`src/hdl/tmprof_pkg.sv`:
```
// Package for the trapezoidal motion profiler: register indexes, reset values,
// controller states and the command and status structs between controller and datapath.
// No dependencies.
package tmprof_pkg;

  localparam int unsigned CfgIdxW  = 4;
  localparam int unsigned CfgDataW = 32;
  localparam int unsigned PosW     = 48;
  localparam int unsigned VelW     = 32;
  localparam int unsigned TickW    = 16;

  localparam logic [CfgIdxW-1:0] RegAccel = 4'd0;
  localparam logic [CfgIdxW-1:0] RegDecel = 4'd1;
  localparam logic [CfgIdxW-1:0] RegLimit = 4'd2;
  localparam logic [CfgIdxW-1:0] RegTick  = 4'd3;

  localparam logic [31:0] AccelReset = 32'd655360;
  localparam logic [31:0] DecelReset = 32'd655360;
  localparam logic [31:0] LimitReset = 32'd6553600;
  localparam logic [15:0] TickReset  = 16'd655;

  localparam logic [PosW-1:0] PosMax = 48'h7FFF_FFFF_FFFF;

  typedef enum logic [3:0] {
    OP_NONE,
    OP_LOAD,
    OP_MUL_VV,
    OP_MUL_LO,
    OP_MUL_HI,
    OP_SUM,
    OP_CMP,
    OP_MUL_RATE,
    OP_VEL,
    OP_MUL_POS,
    OP_EMIT
  } dp_op_e;

  typedef enum logic [3:0] {
    ST_IDLE,
    ST_VV,
    ST_LO,
    ST_HI,
    ST_SUM,
    ST_CMP,
    ST_RATE,
    ST_VEL,
    ST_PMUL,
    ST_EMIT
  } ctl_state_e;

  typedef struct packed {
    dp_op_e op;
  } dp_cmd_t;

  typedef struct packed {
    logic out_busy;
  } dp_status_t;

endpackage

```
`src/hdl/tmprof_dp.sv`:
```
// Datapath of the motion profiler: configuration registers, state, one shared
// 32x32 multiplier, distance compare, velocity and position update, output register.
// Depends on tmprof_pkg.
module tmprof_dp import tmprof_pkg::*; (
  input  logic                       clk_i,
  input  logic                       rst_ni,
  input  logic                       cfg_we_i,
  input  logic [CfgIdxW-1:0]         cfg_idx_i,
  input  logic [CfgDataW-1:0]        cfg_data_i,
  input  logic signed [PosW-1:0]     goal_position_i,
  input  logic                       out_ready_i,
  input  dp_cmd_t                    cmd_i,
  output dp_status_t                 status_o,
  output logic                       out_valid_o,
  output logic signed [PosW-1:0]     new_position_o,
  output logic [VelW-1:0]            new_velocity_o
);

  logic [31:0]        accel_q, decel_q, limit_q;
  logic [TickW-1:0]   tick_q;
  logic [PosW-1:0]    pos_q, pos_d;
  logic [VelW-1:0]    vel_q, vel_d;
  logic [PosW:0]      dist_q;
  logic [63:0]        prod_q, prod_d;
  logic [63:0]        vv_q;
  logic [63:0]        lo_q;
  logic [80:0]        acc_q;
  logic               far_q;
  logic               out_valid_q;
  logic [PosW-1:0]    out_pos_q;
  logic [VelW-1:0]    out_vel_q;

  logic [31:0]        mul_a, mul_b;
  logic [31:0]        step;
  logic [32:0]        vsum;
  logic [PosW:0]      psum;
  logic               dist_pos;

  always_ff @(posedge clk_i or negedge rst_ni) begin
    if (!rst_ni) begin
      accel_q <= AccelReset;
      decel_q <= DecelReset;
      limit_q <= LimitReset;
      tick_q  <= TickReset;
    end else if (cfg_we_i) begin
      unique case (cfg_idx_i)
        RegAccel: accel_q <= cfg_data_i;
        RegDecel: decel_q <= cfg_data_i;
        RegLimit: limit_q <= cfg_data_i;
        RegTick:  tick_q  <= cfg_data_i[TickW-1:0];
        default: ;
      endcase
    end
  end

  always_comb begin
    mul_a = vel_q;
    mul_b = vel_q;
    case (cmd_i.op)
      OP_MUL_LO: begin
        mul_a = decel_q;
        mul_b = dist_q[31:0];
      end
      OP_MUL_HI: begin
        mul_a = decel_q;
        mul_b = {16'd0, dist_q[PosW-1:32]};
      end
      OP_MUL_RATE: begin
        mul_a = far_q ? accel_q : decel_q;
        mul_b = {16'd0, tick_q};
      end
      OP_MUL_POS: begin
        mul_a = vel_q;
        mul_b = {16'd0, tick_q};
      end
      default: ;
    endcase
    prod_d = 64'(mul_a) * 64'(mul_b);
  end

  assign step     = prod_q[47:16];
  assign dist_pos = !dist_q[PosW] && (|dist_q[PosW-1:0]);

  always_comb begin
    vsum = {1'b0, vel_q} + {1'b0, step};
    if (far_q) begin
      vel_d = (vsum > {1'b0, limit_q}) ? limit_q : vsum[31:0];
    end else begin
      vel_d = (vel_q > step) ? vel_q - step : '0;
    end
    psum = {pos_q[PosW-1], pos_q} + {17'd0, step};
    pos_d = (psum[PosW:PosW-1] == 2'b01) ? PosMax : psum[PosW-1:0];
  end

  always_ff @(posedge clk_i or negedge rst_ni) begin
    if (!rst_ni) begin
      pos_q       <= '0;
      vel_q       <= '0;
      out_valid_q <= 1'b0;
    end else begin
      if (cmd_i.op == OP_VEL) begin
        vel_q <= vel_d;
      end
      if (cmd_i.op == OP_EMIT) begin
        pos_q       <= pos_d;
        out_valid_q <= 1'b1;
      end else if (out_ready_i) begin
        out_valid_q <= 1'b0;
      end
    end
  end

  always_ff @(posedge clk_i) begin
    case (cmd_i.op) inside
      OP_LOAD: dist_q <= {goal_position_i[PosW-1], goal_position_i} - {pos_q[PosW-1], pos_q};
      OP_MUL_VV, OP_MUL_RATE, OP_MUL_POS: prod_q <= prod_d;
      OP_MUL_LO: begin
        vv_q   <= prod_q;
        prod_q <= prod_d;
      end
      OP_MUL_HI: begin
        lo_q   <= prod_q;
        prod_q <= prod_d;
      end
      OP_SUM: acc_q <= {17'd0, lo_q} + {prod_q[48:0], 32'd0};
      OP_CMP: far_q <= dist_pos && ({acc_q, 1'b0} > {18'd0, vv_q});
      OP_EMIT: begin
        out_pos_q <= pos_d;
        out_vel_q <= vel_q;
      end
      default: ;
    endcase
  end

  assign status_o.out_busy = out_valid_q;
  assign out_valid_o       = out_valid_q;
  assign new_position_o    = out_pos_q;
  assign new_velocity_o    = out_vel_q;

endmodule

```
`src/hdl/tmprof_ctrl.sv`:
```
// Controller of the motion profiler: sequences one tick through the datapath, one
// command per cycle, and stalls in its last step while the output is full.
// Depends on tmprof_pkg.
module tmprof_ctrl import tmprof_pkg::*; (
  input  logic       clk_i,
  input  logic       rst_ni,
  input  logic       in_valid_i,
  output logic       in_ready_o,
  input  logic       out_ready_i,
  input  dp_status_t status_i,
  output dp_cmd_t    cmd_o
);

  ctl_state_e state_q, state_d;

  always_ff @(posedge clk_i or negedge rst_ni) begin
    if (!rst_ni) begin
      state_q <= ST_IDLE;
    end else begin
      state_q <= state_d;
    end
  end

  always_comb begin
    state_d    = state_q;
    cmd_o.op   = OP_NONE;
    in_ready_o = 1'b0;
    unique case (state_q)
      ST_IDLE: begin
        in_ready_o = 1'b1;
        if (in_valid_i) begin
          cmd_o.op = OP_LOAD;
          state_d  = ST_VV;
        end
      end
      ST_VV: begin
        cmd_o.op = OP_MUL_VV;
        state_d  = ST_LO;
      end
      ST_LO: begin
        cmd_o.op = OP_MUL_LO;
        state_d  = ST_HI;
      end
      ST_HI: begin
        cmd_o.op = OP_MUL_HI;
        state_d  = ST_SUM;
      end
      ST_SUM: begin
        cmd_o.op = OP_SUM;
        state_d  = ST_CMP;
      end
      ST_CMP: begin
        cmd_o.op = OP_CMP;
        state_d  = ST_RATE;
      end
      ST_RATE: begin
        cmd_o.op = OP_MUL_RATE;
        state_d  = ST_VEL;
      end
      ST_VEL: begin
        cmd_o.op = OP_VEL;
        state_d  = ST_PMUL;
      end
      ST_PMUL: begin
        cmd_o.op = OP_MUL_POS;
        state_d  = ST_EMIT;
      end
      ST_EMIT: begin
        if (!status_i.out_busy || out_ready_i) begin
          cmd_o.op = OP_EMIT;
          state_d  = ST_IDLE;
        end
      end
      default: state_d = ST_IDLE;
    endcase
  end

endmodule

```
`src/hdl/trapezoidal_motion_profiler.sv`:
```
// Top level of the trapezoidal motion profiler: controller plus datapath.
// Depends on tmprof_pkg, tmprof_ctrl and tmprof_dp.
//
//   channel | signals                                   | transfer when
//   --------+-------------------------------------------+------------------------
//   input   | in_valid_i, in_ready_o, goal_position_i   | in_valid_i & in_ready_o
//   output  | out_valid_o, out_ready_i, new_position_o, | out_valid_o & out_ready_i
//           | new_velocity_o                            |
//   config  | cfg_we_i, cfg_idx_i, cfg_data_i           | cfg_we_i
//
// A tick runs through the accept step and nine sequencer steps, five of which share
// the single 32x32 multiplier. The result is registered in the EMIT step, and the
// next input is taken in the cycle after that.
// The output register holds a result while the next tick is worked on; a tick
// finished before the previous result is taken waits in its last step.
// Reset clears position and velocity and loads the default registers.
module trapezoidal_motion_profiler import tmprof_pkg::*; (
  input  logic                   clk_i,
  input  logic                   rst_ni,
  input  logic                   cfg_we_i,
  input  logic [CfgIdxW-1:0]     cfg_idx_i,
  input  logic [CfgDataW-1:0]    cfg_data_i,
  input  logic                   in_valid_i,
  output logic                   in_ready_o,
  input  logic signed [PosW-1:0] goal_position_i,
  output logic                   out_valid_o,
  input  logic                   out_ready_i,
  output logic signed [PosW-1:0] new_position_o,
  output logic [VelW-1:0]        new_velocity_o
);

  dp_cmd_t    cmd;
  dp_status_t status;

  tmprof_ctrl u_ctrl (
    .clk_i       (clk_i),
    .rst_ni      (rst_ni),
    .in_valid_i  (in_valid_i),
    .in_ready_o  (in_ready_o),
    .out_ready_i (out_ready_i),
    .status_i    (status),
    .cmd_o       (cmd)
  );

  tmprof_dp u_dp (
    .clk_i           (clk_i),
    .rst_ni          (rst_ni),
    .cfg_we_i        (cfg_we_i),
    .cfg_idx_i       (cfg_idx_i),
    .cfg_data_i      (cfg_data_i),
    .goal_position_i (goal_position_i),
    .out_ready_i     (out_ready_i),
    .cmd_i           (cmd),
    .status_o        (status),
    .out_valid_o     (out_valid_o),
    .new_position_o  (new_position_o),
    .new_velocity_o  (new_velocity_o)
  );

endmodule
```
`config.mk`:
```
export PLATFORM = sky130hd
export DESIGN_NAME = trapezoidal_motion_profiler
export DESIGN_NICKNAME = d
export VERILOG_FILES = /design/src/hdl/tmprof_pkg.sv /design/src/hdl/tmprof_dp.sv /design/src/hdl/tmprof_ctrl.sv /design/src/hdl/trapezoidal_motion_profiler.sv
export SDC_FILE = /design/constraint.sdc
export NUM_CORES = 2
export LEC_CHECK = 0
export BUFFER_PORTS_ARGS = -buffer_cell sky130_fd_sc_hd__clkbuf_2
export CAP_MARGIN = 20
export CORE_UTILIZATION = 48
export CTS_BUF_LIST = sky130_fd_sc_hd__clkbuf_16
export CTS_CLUSTER_DIAMETER = 80
export CTS_CLUSTER_SIZE = 30
export DETAILED_ROUTE_END_ITERATION = 10
export PLACE_DENSITY = 0.65
export SYNTH_ARGS = -nofsm -noshare
export SYNTH_HDL_FRONTEND = slang
export SYNTH_SLANG_ARGS = --single-unit
```
`constraint.sdc`:
```
create_clock -name clk_i -period 12.5 [get_ports clk_i]
set_clock_uncertainty 0.1 [all_clocks]
set_input_delay 2.5 -clock clk_i [delete_from_list [all_inputs] [get_ports clk_i]]
set_output_delay 2.5 -clock clk_i [all_outputs]
set_load 0.005 [all_outputs]
```
Yosys cells after proc, flatten, opt, wreduce, memory -nomap -nowiden
Index checks and enable logic that the tools add are counted.
{ "word_totals": {"register_bits": 600, "in_bits": 89, "out_inout_bits": 82, "elab_cells": 99} }
{ "op_classes": {"add_sub_neg": 5, "mul": 1, "n_lt_le_gt_ge": 3, "eq_ne": 25, "muxes": 19, "n_bitwise": 6, "n_reduce_logical": 24} }
{ "op_table": {"columns": ["op", "count"], "rows": [
  ["$mux W64", 3],
  ["$mux W32", 4],
  ["$pmux W32 S3", 1],
  ["$gt A82 B64 Y1", 1],
  ["$add A64 B81 Y81", 1],
  ["$pmux W4 S10", 2],
  ["$mul A32 B32 Y64", 1],
  ["$pmux W32 S2", 1],
  ["$add A48 B33 Y49", 1],
  ["$sub A48 B48 Y49", 1],
  ["$mux W48", 1],
  ["$reduce_or A48 Y1", 1],
  ["$add A32 B32 Y33", 1],
  ["$gt A33 B32 Y1", 1],
  ["$eq A4 B3 Y1 const B", 8],
  ["$gt A32 B32 Y1", 1],
  ["$sub A32 B32 Y32", 1],
  ["$eq A4 B2 Y1 const B", 6],
  ["$eq A4 B4 Y1 const B", 5],
  ["$eq A4 B1 Y1 const B", 3],
  ["$mux W4", 3],
  ["$reduce_and A2 Y1", 6],
  ["$logic_not A4 Y1", 2],
  ["$reduce_and A7 Y1", 1],
  ["other kinds (16)", 27]
]} }

Depth between registers and ports, before layout
{ "logic_depth": {"word_depth": 11, "mapped_depth": 36, "ltp_nobuf": 33} }

By module
A second synthesis with hierarchy kept.
{ "hier_totals": {"hier_cells": 6827, "area_unflattened_um2": 66105.9} }
{ "by_module_without_submodules": {"columns": ["module", "instances", "cells_per_inst", "area_per_inst_um2", "seq_area_each_um2"], "rows": [
  ["tmprof_dp", 1, 6802, 65868.2, 16947.5],
  ["tmprof_ctrl", 1, 25, 237.7, 100.1]
]} }

Least setup slack after synthesis
No wires, ideal clock.
{ "synth_path": {"kind": "flip-flop to flip-flop", "startpoint": "register u_ctrl.state_q[1]", "endpoint": "register u_dp.prod_q[58] (data pin)", "setup_time_ns": 0.265, "arrival_ns": 10.563, "required_ns": 12.135, "path_slack_ns": 1.572, "stages_incl_launch_ff": 34, "path_buffers": 3, "period_less_slack_ns": 10.928, "path_cell_list": "dfrtp_1 clkbuf_1 nand2_1 nor3_1 clkbuf_1 a222oi_1 nand2_1 o21a_1 clkbuf_1 nand2_1 fa_1 fa_1 inv_1 fa_1 inv_1 fa_1 inv_1 fa_1 fa_1 fa_1 inv_1 fa_1 inv_1 ha_1 inv_1 o21bai_1 a21o_1 a221o_1 a221o_1 a31oi_1 o21ai_1 a31oi_1 o21ai_0 xor2_1"} }
{ "synth_via": {"elab_chain_len": 9, "word_cells_on_any_way": 25, "classes_between": "mul (1); eq/ne (14); mux (6); reduce/logical (4)"} }
{ "synth_rtl": {"columns": ["item", "line_no", "text"], "rows": [
  ["start: declaration", "tmprof_ctrl.sv:14", "ctl_state_e state_q, state_d;"],
  ["start signal: assignment", "tmprof_ctrl.sv:20", "state_q <= state_d;"],
  ["$eq A4 B4 Y1, or another cell as far along", "tmprof_ctrl.sv:28", "unique case (state_q)"],
  ["$pmux W4 S10 *", "tmprof_ctrl.sv:28", null],
  ["$eq A4 B4 Y1, or another cell as far along", "tmprof_dp.sv:59", "case (cmd_i.op)"],
  ["$reduce_or A2 Y1 (no source line)", null, null],
  ["$pmux W32 S3 or $pmux W32 S2 (tied branches)", "tmprof_dp.sv:59", null],
  ["$mul A32 B32 Y64 *", "tmprof_dp.sv:78", "prod_d = 64'(mul_a) * 64'(mul_b);"],
  ["via u_dp.prod_d[58]", "tmprof_dp.sv:24", "logic [63:0] prod_q, prod_d;"],
  ["$mux W64 (2 in a row)", "tmprof_dp.sv:114", "case (cmd_i.op) inside"],
  ["$mux W64 *", "tmprof_dp.sv:114", null],
  ["end signal: assignment", "tmprof_dp.sv:116", "OP_MUL_VV, OP_MUL_RATE, OP_MUL_POS: prod_q <= prod_d;"],
  ["end signal: assignment", "tmprof_dp.sv:119", "prod_q <= prod_d;"],
  ["end signal: assignment", "tmprof_dp.sv:123", "prod_q <= prod_d;"],
  ["end: declaration", "tmprof_dp.sv:24", null]
]} }
The timed path passes the listed nets; every way through them passes the cells marked *. The select of a mux whose other input is x is not followed.
A chain may end at the register's enable or synchronous reset.

Worst setup path after layout
{ "layout_path": {"startpoint": "register u_ctrl.state_q[1]", "endpoint": "register u_dp.prod_q[57] (data pin)"} }
Same word-level chain as after synthesis.

==> results.txt <==
Run status = finished, final reports clean
Main synth FF type = edfxtp_1
Layout cells sized above 1 = 7.754%
DRC viols = 0
Drt first pass iters = 6
Fmax achieved = 90.62 MHz
Synthesis-to-finish area growth = 6.639%
Post-Syn Nets = 8291
H-tree depth = 1
Arrival @ worst endpoint = 11420 ps
Post-synth ARST share = 32.83%
CP Max Fanout = 41
Final Setup Violations = 0
Die Y = 371.4 um
Worst EP required = 12890 ps
Antenna violations before repair = 24
All-Layer GR Usage = 32.26%
CP Launch Type = register
Antenna viol nets, final = 0
RSZ-0062 raised after global routing = no
HPWL after DPL = 177.0 mm
Cts hold-fix bufs = 0
Placed Instance Area = 68660 sq um
Mean routed wirelength per cell = 25.68 um
Maxcap violations = 0
Hold Crit Class = reg2reg
Worst Tran Pin Value = 1188 ps
Global-route wire length before repair = 327.1 mm
Vias per Instance = 5.892
IO Port Bufs = 170
Most frequent cells in the layout = 1112 x inv_1, 901 x fa_1, 825 x nand2_1, 691 x nor2_1, 534 x ha_1
EDFF count, synth = 403
TritonCTS clock tree = yes
Yosys cell types = 86
Fill cells = 12412
Initial Util = 48.34%
Syn. warnings = 0
Clk sinks = 600
Finished Cell Area = 69840 sq um
Worst skew pair latency = 700 ps
Starting DRT DRC Count = 5258
Die W = 371.4 um
Clk pin slew, worst setup/hold paths = 110 ps
Largest net degree at the start of global routing = 95
Grt ovf = 0
Final core utilization = 51.55%
Commonest non-fill, non-tap cell in the layout = inv_1
Critical Setup Path Class = reg2reg
Final TNS setup = 0 ps
Buffer depth of the longest clock path = 3
Core Box Area = 135500 sq um
Final critical-path required period = 11030 ps
Share of the synthesized area in the top cell type = 27.54%
Seq/Total Area, Yosys = 26.03%
Post-Synthesis Cells = 6767
Postcts setup bufs = 0
Site Rows = 135
Die area = 137900 sq um
CTS buffer count = 31
Cell taking the most area after synthesis = fa_1
CTS root buf = clkbuf_16
Hold Violations, Final = 0
Worst path slowest cell = a221oi_4
Mapped cell area = 65490 sq um
Routed wire length = 221.0 mm
GPL Wtd Cong = 1.010
Nets = 8321
Normalized max-slew margin = 20.60%
Mean Syn Cell Area = 9.678 sq um
Vias in the first global route = 50687
CTS-repair resized insts = 0
Vias = 50713
Register bit total from synthesis = 600
Final slew viol count = 0
Top cell by count, worst path = fa_1
Ports = 171
Ranking of synthesized cells by area = fa_1 28%, edfxtp_1 18%, ha_1 10%
Slowest cell delay on critical path = 840 ps
CP Capture Type = register
Final Cycle Share = 88.28%
synth_stat cells, types with 7 or more instances:
cell       count
and2_1        57
o21bai_1      39
clkbuf_1     273
buf_2         10
a221o_1       13
o21ai_1        8
inv_1       1105
nor2b_1       46
nand2b_1      43
a31oi_1       69
o31ai_1       15
mux2_2       106
a22o_1        27
a22oi_1       69
xor2_1        64
a2111oi_0      7
xnor2_1      173
nand3_1       70
nand4_1       48
and3_1        33
dfstp_2       13
o21a_1        47
or2_2         11
or3_1         11
nor3_1        51
ha_1         534
nor4_1        28
edfxtp_1     403
a21o_1       131
fa_1         901
buf_1         18
a211oi_1      14
a41oi_1       12
a221oi_1      23
o21ai_0      190
nand2_1      825
a21oi_1      274
nor2_1       693
dfrtp_1      184
o211ai_1      15
area by class of cell:
class | instances | area [sq um] | share of cell area [%]
Clock buffer | 31 | 775.7 | 1.111
Clock inverter | 27 | 351.6 | 0.5034
Tap cell | 1781 | 2228 | 3.191
Sequential cell | 600 | 17050 | 24.41
Antenna cell | 4 | 10.01 | 0.01433
Timing Repair Buffer | 300 | 1916 | 2.743
Multi-Input combinational cell | 4759 | 43360 | 62.08
Inverter | 1105 | 4153 | 5.946
registers in the layout (all words and copies together), names as in the netlist:
register	flops
u_dp.dist_q	49
u_ctrl.state_q	4
u_dp.pos_q	48
u_dp.new_position_o	48
u_dp.acc_q	81
u_dp.accel_q	32
u_dp.far_q	1
u_dp.vv_q	64
u_dp.limit_q	32
u_dp.tick_q	16
u_dp.lo_q	64
u_dp.prod_q	64
u_dp.decel_q	32
u_dp.vel_q	32
u_dp.out_valid_o	1
u_dp.new_velocity_o	32
final timing paths:
check / from / to / slack [ps] / cells after the start
worst max-delay path: u_ctrl.state_q[1] / u_dp.prod_q[57] / 1470 / 30
worst min-delay path: u_dp.lo_q[27] / u_dp.acc_q[27] / 320 / 0
worst max register to register: u_ctrl.state_q[1] / u_dp.prod_q[57] / 1470 / 30
worst min register to register: u_dp.lo_q[27] / u_dp.acc_q[27] / 320 / 0
max in group asynchronous: rst_ni / u_dp.tick_q[12] / 8970 / 2
min in group asynchronous: rst_ni / u_dp.pos_q[32] / 1730 / 1
cells by family (layout without fill, tap and decap cells):
kind of cell | count (synthesis) | count (layout) | synth area share [%]
simple gates | 1937 | 1937 | 12.54
fa+ha+maj | 1435 | 1435 | 37.74
buf+inv | 1408 | 1463 | 8.112
compound gates | 1042 | 1042 | 10.55
flops | 600 | 600 | 26.03
xor+xnor | 237 | 237 | 3.170
mux | 108 | 108 | 1.853
other cells | 0 | 4 | 0
per-stage QoR:
step / hold slack, ps / cells / setup WS, ps
finish: 323.1 / 8607 / 1465
global route: 327.0 / 8603 / 897.4
CTS: 325.5 / 8601 / 1681
detailed placement: 304.5 / 8543 / 1675
global placement: 301.2 / 8541 / 2003
floorplan: 300.3 / 6767 / 1572
metal layers:
layer / GRT usage [%] / routed length, um / up-vias / share of wire (%)
met1: 43.75 / 87540 / 25518 / 40
met3: 7.942 / 25000 / 519 / 11
li1: - / - / 21994 / -
met2: 48.89 / 96500 / 2668 / 44
met5: 0 / 66 / - / 0.030
met4: 14.49 / 11940 / 14 / 5.4
critical path: cells and delay by family, from the launching register on:
family	cells	cell delay [ps]
and+or+nand+nor	4	750
AOI/OAI and AO/OA	13	4110
buffers and inverters	4	850
DFF	1	540
adders and majority gates	9	4440
Power is left out: the tool's default activity adds up to more than one toggle a clock period on the data nets, which glitch-free logic cannot reach.
